===== config.mk =====
export PLATFORM = sky130hd
export DESIGN_NAME = cisp_isqrt
export DESIGN_NICKNAME = d
export VERILOG_FILES = /design/src/design/cisp_isqrt.sv
export SDC_FILE = /design/constraint.sdc
export NUM_CORES = 2
export LEC_CHECK = 0
export ABC_AREA = 1
export BUFFER_PORTS_ARGS = -buffer_cell sky130_fd_sc_hd__buf_2
export CAP_MARGIN = 20
export CORE_ASPECT_RATIO = 0.6
export CORE_UTILIZATION = 36
export CTS_CLUSTER_DIAMETER = 80
export CTS_CLUSTER_SIZE = 12
export DETAILED_ROUTE_END_ITERATION = 8
export HOLD_SLACK_MARGIN = 0.12
export RECOVER_POWER = 100
export SETUP_SLACK_MARGIN = 0.05
export SYNTH_ARGS = -nofsm -noshare
export SYNTH_HDL_FRONTEND = slang
export SYNTH_SLANG_ARGS = --single-unit

===== constraint.sdc =====
create_clock -name clk -period 4 [get_ports clk]
set_input_delay 1.2 -clock clk [delete_from_list [all_inputs] [get_ports clk]]
set_output_delay 1.2 -clock clk [all_outputs]
set_load 0.01 [all_outputs]

===== src/design/cisp_isqrt.sv =====
// Pipelined integer square root, one root bit per stage.
`timescale 1ns / 1ps
`default_nettype none
module cisp_isqrt #(
  parameter int VW = 58,
  parameter int PW = 1
) (
  input  wire logic                    clk,
  input  wire logic                    rst,
  input  wire logic                    en,
  input  wire logic                    in_vld,
  input  wire logic [VW-1:0]           val,
  input  wire logic [PW-1:0]           in_pay,
  output logic                         out_vld,
  output logic [(VW+1)/2-1:0]          root,
  output logic [PW-1:0]                out_pay
);
  localparam int RW = (VW + 1) / 2;
  localparam int TW = 2 * RW + 2;

  logic [TW-1:0] rem_q  [RW];
  logic [RW-1:0] root_q [RW];
  logic [PW-1:0] pay_q  [RW];
  logic          vld_q  [RW];

  for (genvar k = 0; k < RW; k++) begin : g_stage
    localparam int I = RW - 1 - k;
    logic [TW-1:0] rem_in;
    logic [TW-1:0] trial;
    logic [RW-1:0] root_in;
    logic [PW-1:0] pay_in;
    logic          vld_in;
    logic          take;

    if (k == 0) begin : g_first
      assign rem_in  = TW'(val);
      assign root_in = '0;
      assign pay_in  = in_pay;
      assign vld_in  = in_vld;
    end else begin : g_next
      assign rem_in  = rem_q[k-1];
      assign root_in = root_q[k-1];
      assign pay_in  = pay_q[k-1];
      assign vld_in  = vld_q[k-1];
    end

    // (r + 2^i)^2 - r^2 = r * 2^(i+1) + 2^(2i)
    assign trial = (TW'(root_in) << (I + 1)) + (TW'(1) << (2 * I));
    assign take  = rem_in >= trial;

    always_ff @(posedge clk) begin
      if (rst) begin
        vld_q[k] <= 1'b0;
      end else if (en) begin
        vld_q[k] <= vld_in;
      end
    end

    always_ff @(posedge clk) begin
      if (en) begin
        rem_q[k]  <= take ? rem_in - trial : rem_in;
        root_q[k] <= take ? (root_in | (RW'(1) << I)) : root_in;
        pay_q[k]  <= pay_in;
      end
    end
  end

  assign out_vld = vld_q[RW-1];
  assign root    = root_q[RW-1];
  assign out_pay = pay_q[RW-1];

endmodule
`default_nettype wire


# [Word-level counts from Yosys, hierarchy flattened]
# Memories as Yosys holds them, arrays and structs flattened.
# Index checks and enable logic that the tools add are counted.
# W data, S select, Z words.
[word_totals] output_inout_bits=31 mem_count=4 regBits=0 word_cells=212 ramBits=2639 inputBits=63
[op_classes] bitwise=29 n_lt_le_gt_ge=29 add_sub_neg=57 n_mux=93
[mem_list] name="rem_q" depth=29 width=60 read_ports=28 rd_ports_with_merged_regs=0 write_ports=29 line_no="21" rtl="logic [TW-1:0] rem_q [RW];"
[mem_list] name="root_q" depth=29 width=29 read_ports=29 rd_ports_with_merged_regs=0 write_ports=29 line_no="22" rtl="logic [RW-1:0] root_q [RW];"
[mem_list] name="pay_q" depth=29 width=1 read_ports=29 rd_ports_with_merged_regs=0 write_ports=29 line_no="23" rtl="logic [PW-1:0] pay_q [RW];"
[mem_list] name="vld_q" depth=29 width=1 read_ports=29 rd_ports_with_merged_regs=0 write_ports=29 line_no="24" rtl="logic vld_q [RW];"
[ops] op="$mux W60" count=29
[ops] op="$ge A60 B31 Y1" count=1
[ops] op="$ge A60 B32 Y1" count=1
[ops] op="$ge A60 B33 Y1" count=1
[ops] op="$ge A60 B34 Y1" count=1
[ops] op="$ge A60 B35 Y1" count=1
[ops] op="$ge A60 B36 Y1" count=1
[ops] op="$ge A60 B37 Y1" count=1
[ops] op="$ge A60 B38 Y1" count=1
[ops] op="$ge A60 B39 Y1" count=1
[ops] op="$ge A60 B40 Y1" count=1
[ops] op="$ge A60 B41 Y1" count=1
[ops] op="$ge A60 B42 Y1" count=1
[ops] op="$ge A60 B43 Y1" count=1
[ops] op="$ge A60 B44 Y1" count=1
[ops] op="$ge A60 B45 Y1" count=1
[ops] op="$ge A60 B46 Y1" count=1
[ops] op="$ge A60 B47 Y1" count=1
[ops] op="$ge A60 B48 Y1" count=1
[ops] op="$ge A60 B49 Y1" count=1
[ops] op="$ge A60 B50 Y1" count=1
[ops] op="$ge A60 B51 Y1" count=1
[ops] op="$ge A60 B52 Y1" count=1
[ops] op="$ge A60 B53 Y1" count=1
[ops] op="other kinds (93)" count=156

# [Logic depth before layout (Yosys ltp)]
[depth] word_depth=4 mapped_depth=17

# [Worst setup path before layout]
# Ideal clock, no wire load.
[synth_path] path_kind="reg2reg" start="memory rem_q[0][289] (netlist bit)" end="memory rem_q[0][352] (netlist bit) (data pin)" setup_slack_ns=1.814 synth_period_minus_slack_ns=2.186 arrival_time_ns=1.933 stages_incl_launch_ff=11 path_buffers=1 path_cell_list="edfxtp_1 -> ha_1 -> nand2_1 -> nand2_1 -> nor2_2 -> o21bai_1 -> a211oi_4 -> nand2_2 -> buf_4 -> nand2_1 -> nand2_1"
[synth_lines] element="start: declaration" line_no="21"

==> reports/results.txt <==
Max Freq: 257 MHz
Synth top area cells: sky130_fd_sc_hd__edfxtp_1, sky130_fd_sc_hd__nand2_1, sky130_fd_sc_hd__inv_1
Warning count from the yosys run: 0
Post-layout min period: 3900 ps
#FFs+latches synth: 2,172
Core region area: 339,000 um^2
Total count of hold-check failures in the final report: 0
Htree depth: 4
Hold Worst Slack: 379 ps
Worst setup SP type: flop
Post-placement setup slack: 447 ps
Skew-Pair Late Insertion Delay: 960 ps
Clock transition time at the flip-flop clock pins of the worst setup and hold paths: 80 ps
MaxCap Viol Count: 23
DRT antenna net count: 0
TritonCTS sink count: 2,172
Wire length per cell after detailed routing: 24.4 um
Relative max-transition margin: -114%
Overall die height: 455 um
Startpoint-to-endpoint class of the critical path: reg2reg
Overall routed net length: 468,000 um
Max Root-Sink Buffers: 4
Power Density: 518 nW/um^2
Final sum of negative setup slack: 0 ps
Actual transition at the worst max-transition pin: 3210 ps
Setup repair after global routing missed its margin: no
Ports: 94
Post_cts resized: 0
Total placed cells including tap cells: 19,000
Type of destination of the critical path: flop
Final Net Count: 15,200
Number of buffers created by CTS: 214
WP data arrival: 4570 ps
Pin count of the biggest net entering global routing: 119
Violated checks: capacitance limit, slew limit
Slack of the critical path: 104 ps
Combined area of all synthesized cells: 123,000 um^2
Setup Skew: 121 ps
Rows: 165
Number of search-and-repair iterations in the first detailed-routing pass: 7
Routability cong.: 1.04
HPWL after DPL: 383,000 um
Gate count of the mapped netlist: 14,300
Worst min-delay path category: reg2reg
Vias in the first global route: 88,900
Part of the Yosys area used for sequential elements: 53.0%
Dominant register cell in the synthesized netlist: sky130_fd_sc_hd__edfxtp_1
Number of enable flip-flop cells after synthesis: 2,172
Share of flip-flops with an asynchronous set or reset after synthesis: 0%
Initial cell density of the core: 36.4%
Status: finished with violations
Area share of the largest cell type after synthesis: 53.0%
Post-synth top area cell: sky130_fd_sc_hd__edfxtp_1
Antenna violations before repair: 16
Static power due to leakage: 0.0573 uW
Delay of the slowest cell on the worst path: 570 ps
Share of post-route cells with drive strength above 1: 4.16%
Buffers inserted during post-CTS setup optimization: 0
# port buffers: 93
Cell with the most instances after synthesis: sky130_fd_sc_hd__nand2_1
Post-route non-filler standard cell count: 19,200
Library cell contributing the largest single delay on the critical path: sky130_fd_sc_hd__edfxtp_1
Cell at the root of the clock tree: sky130_fd_sc_hd__clkbuf_16
Required time worst endpoint: 4670 ps
Final setup vio count: 0
Mean Syn Cell Area: 8.63 um^2
Growth of design area from synthesis to finish: 9.32%
Post-CTS Hold Fix Bufs: 0
X dimension of the die: 757 um
Worst IR Drop VDD: 0.377 mV
CP cell instances: ha_1 -> nand2_1 -> nor2_1 -> inv_2 -> nor2_1 -> nand4_1 -> nand3_1 -> nand2_1 -> nand2_4 -> inv_1 -> buf_12 -> o21ai_0
Die Outline Area: 345,000 um^2
First-iteration detailed-routing DRC count: 16,000
All-layer global routing usage: 26.3%
Number of different library cells in the post-synthesis netlist: 64
Net count of the mapped netlist: 14,800
Final count of pins violating max slew: 1,030
Clock tree from TritonCTS: yes
Global-route wire length before repair: 655,000 um
Total congestion overflow: 0
Final Cycle Share: 97.4%
Routed vias: 102,000
Top post-synthesis cells by count: sky130_fd_sc_hd__nand2_1, sky130_fd_sc_hd__edfxtp_1, sky130_fd_sc_hd__inv_1
Detailed-route DRC error count: 0
Average vias per placed instance: 5.34
Worst Path Max Fanout: 28
## kinds of logic after synthesis
logic type	Yosys count	share of synthesized area, %
AOI/OAI and AO/OA	1277	5.97
xor gates and xnor gates	418	2.97
adders and majority gates	460	4.67
buffers and inverters	2312	7.42
DFF	2172	53.0
other	1	0.00305
and+or+nand+nor	7627	26.0
## per-stage QoR
step	instance area (um^2)	total power, uW	util (%)
after floorplan	123000	42100	-
after global placement	130000	50900	38.5
after detailed placement	130000	50700	38.5
after CTS	136000	69200	40.2
after global routing	135000	72600	39.8
final	135000	69800	39.8
## routing by layer
| layer | up-vias | global-route usage, % | part of all wire, % |
|---|---|---|---|
| met5 | - | 0.272 | 0.031 |
| met4 | 4 | 3.03 | 1.1 |
| met3 | 364 | 12.7 | 18 |
| met2 | 6170 | 26.4 | 29 |
| met1 | 48400 | 46.3 | 51 |
| li1 | 47500 | - | - |
## registers in the layout, summed over array words and instances, names as in the netlist
name	count
pay_q	29
root_q	435
vld_q	29
rem_q	1679
## layout make-up
cell class / instances / area [um^2]
clock inverters: 24 / 284
repair buffers: 292 / 1750
diodes: 3 / 7.51
well taps: 4509 / 5640
multi-input cells: 9783 / 48100
flip-flops and latches: 2172 / 65200
fillers: 34200 / 204000
clock buffers: 218 / 5390
inverters: 2194 / 8240
## path summary, 6_finish.rpt
check                     start             to  slack (ps)  depth (start not counted)
setup / recovery  rem_q[1][446]  rem_q[1][507]         100                         12
hold / removal    rem_q[1][600]  rem_q[1][660]         380                          0
setup reg to reg  rem_q[1][446]  rem_q[1][507]         100                         12
hold reg to reg   rem_q[1][600]  rem_q[1][660]         380                          0
## power by group
part / leakage, uW / switching (uW) / total (uW) / internal, uW
Clock: 0.00278 / 8860 / 18500 / 9590
Sequential: 0.0209 / 3460 / 32100 / 28600
Combinational: 0.0336 / 13700 / 19300 / 5620
Total: 0.0573 / 26000 / 69800 / 43800
## layout by cell type, fill, tap and decap left out, types with 28 or more instances in the layout
| master | synthesis | layout |
|---|---|---|
| sky130_fd_sc_hd__nand2_1 | 4371 | 4388 |
| sky130_fd_sc_hd__inv_1 | 2172 | 2179 |
| sky130_fd_sc_hd__edfxtp_1 | 2172 | 2172 |
| sky130_fd_sc_hd__nor2_1 | 1634 | 1645 |
| sky130_fd_sc_hd__nand3_1 | 684 | 692 |
| sky130_fd_sc_hd__a21oi_1 | 555 | 645 |
| sky130_fd_sc_hd__ha_1 | 460 | 460 |
| sky130_fd_sc_hd__o21ai_0 | 377 | 454 |
| sky130_fd_sc_hd__nand4_1 | 269 | 269 |
| sky130_fd_sc_hd__clkbuf_16 | 0 | 215 |
| sky130_fd_sc_hd__xnor2_1 | 213 | 213 |
| sky130_fd_sc_hd__xor2_1 | 205 | 205 |
| sky130_fd_sc_hd__nor3_1 | 182 | 183 |
| sky130_fd_sc_hd__nor4_1 | 145 | 147 |
| sky130_fd_sc_hd__nand3b_1 | 121 | 121 |
| sky130_fd_sc_hd__clkbuf_1 | 7 | 110 |
| sky130_fd_sc_hd__buf_4 | 17 | 86 |
| sky130_fd_sc_hd__buf_2 | 48 | 58 |
| sky130_fd_sc_hd__or2_2 | 53 | 52 |
| sky130_fd_sc_hd__o21bai_1 | 35 | 37 |
| sky130_fd_sc_hd__nand2_2 | 47 | 33 |
| sky130_fd_sc_hd__nor2_2 | 36 | 28 |
| sky130_fd_sc_hd__a21o_1 | 28 | 28 |
## worst max-delay path: cells and delay by family (launching register included)
family / cells / cell delay (ps)
simple gates: 7 / 1350
buf+inv: 3 / 740
flops: 1 / 570
fa+ha+maj: 1 / 510
compound gates: 1 / 450
No activity file was read; power rests on OpenSTA's default activity.
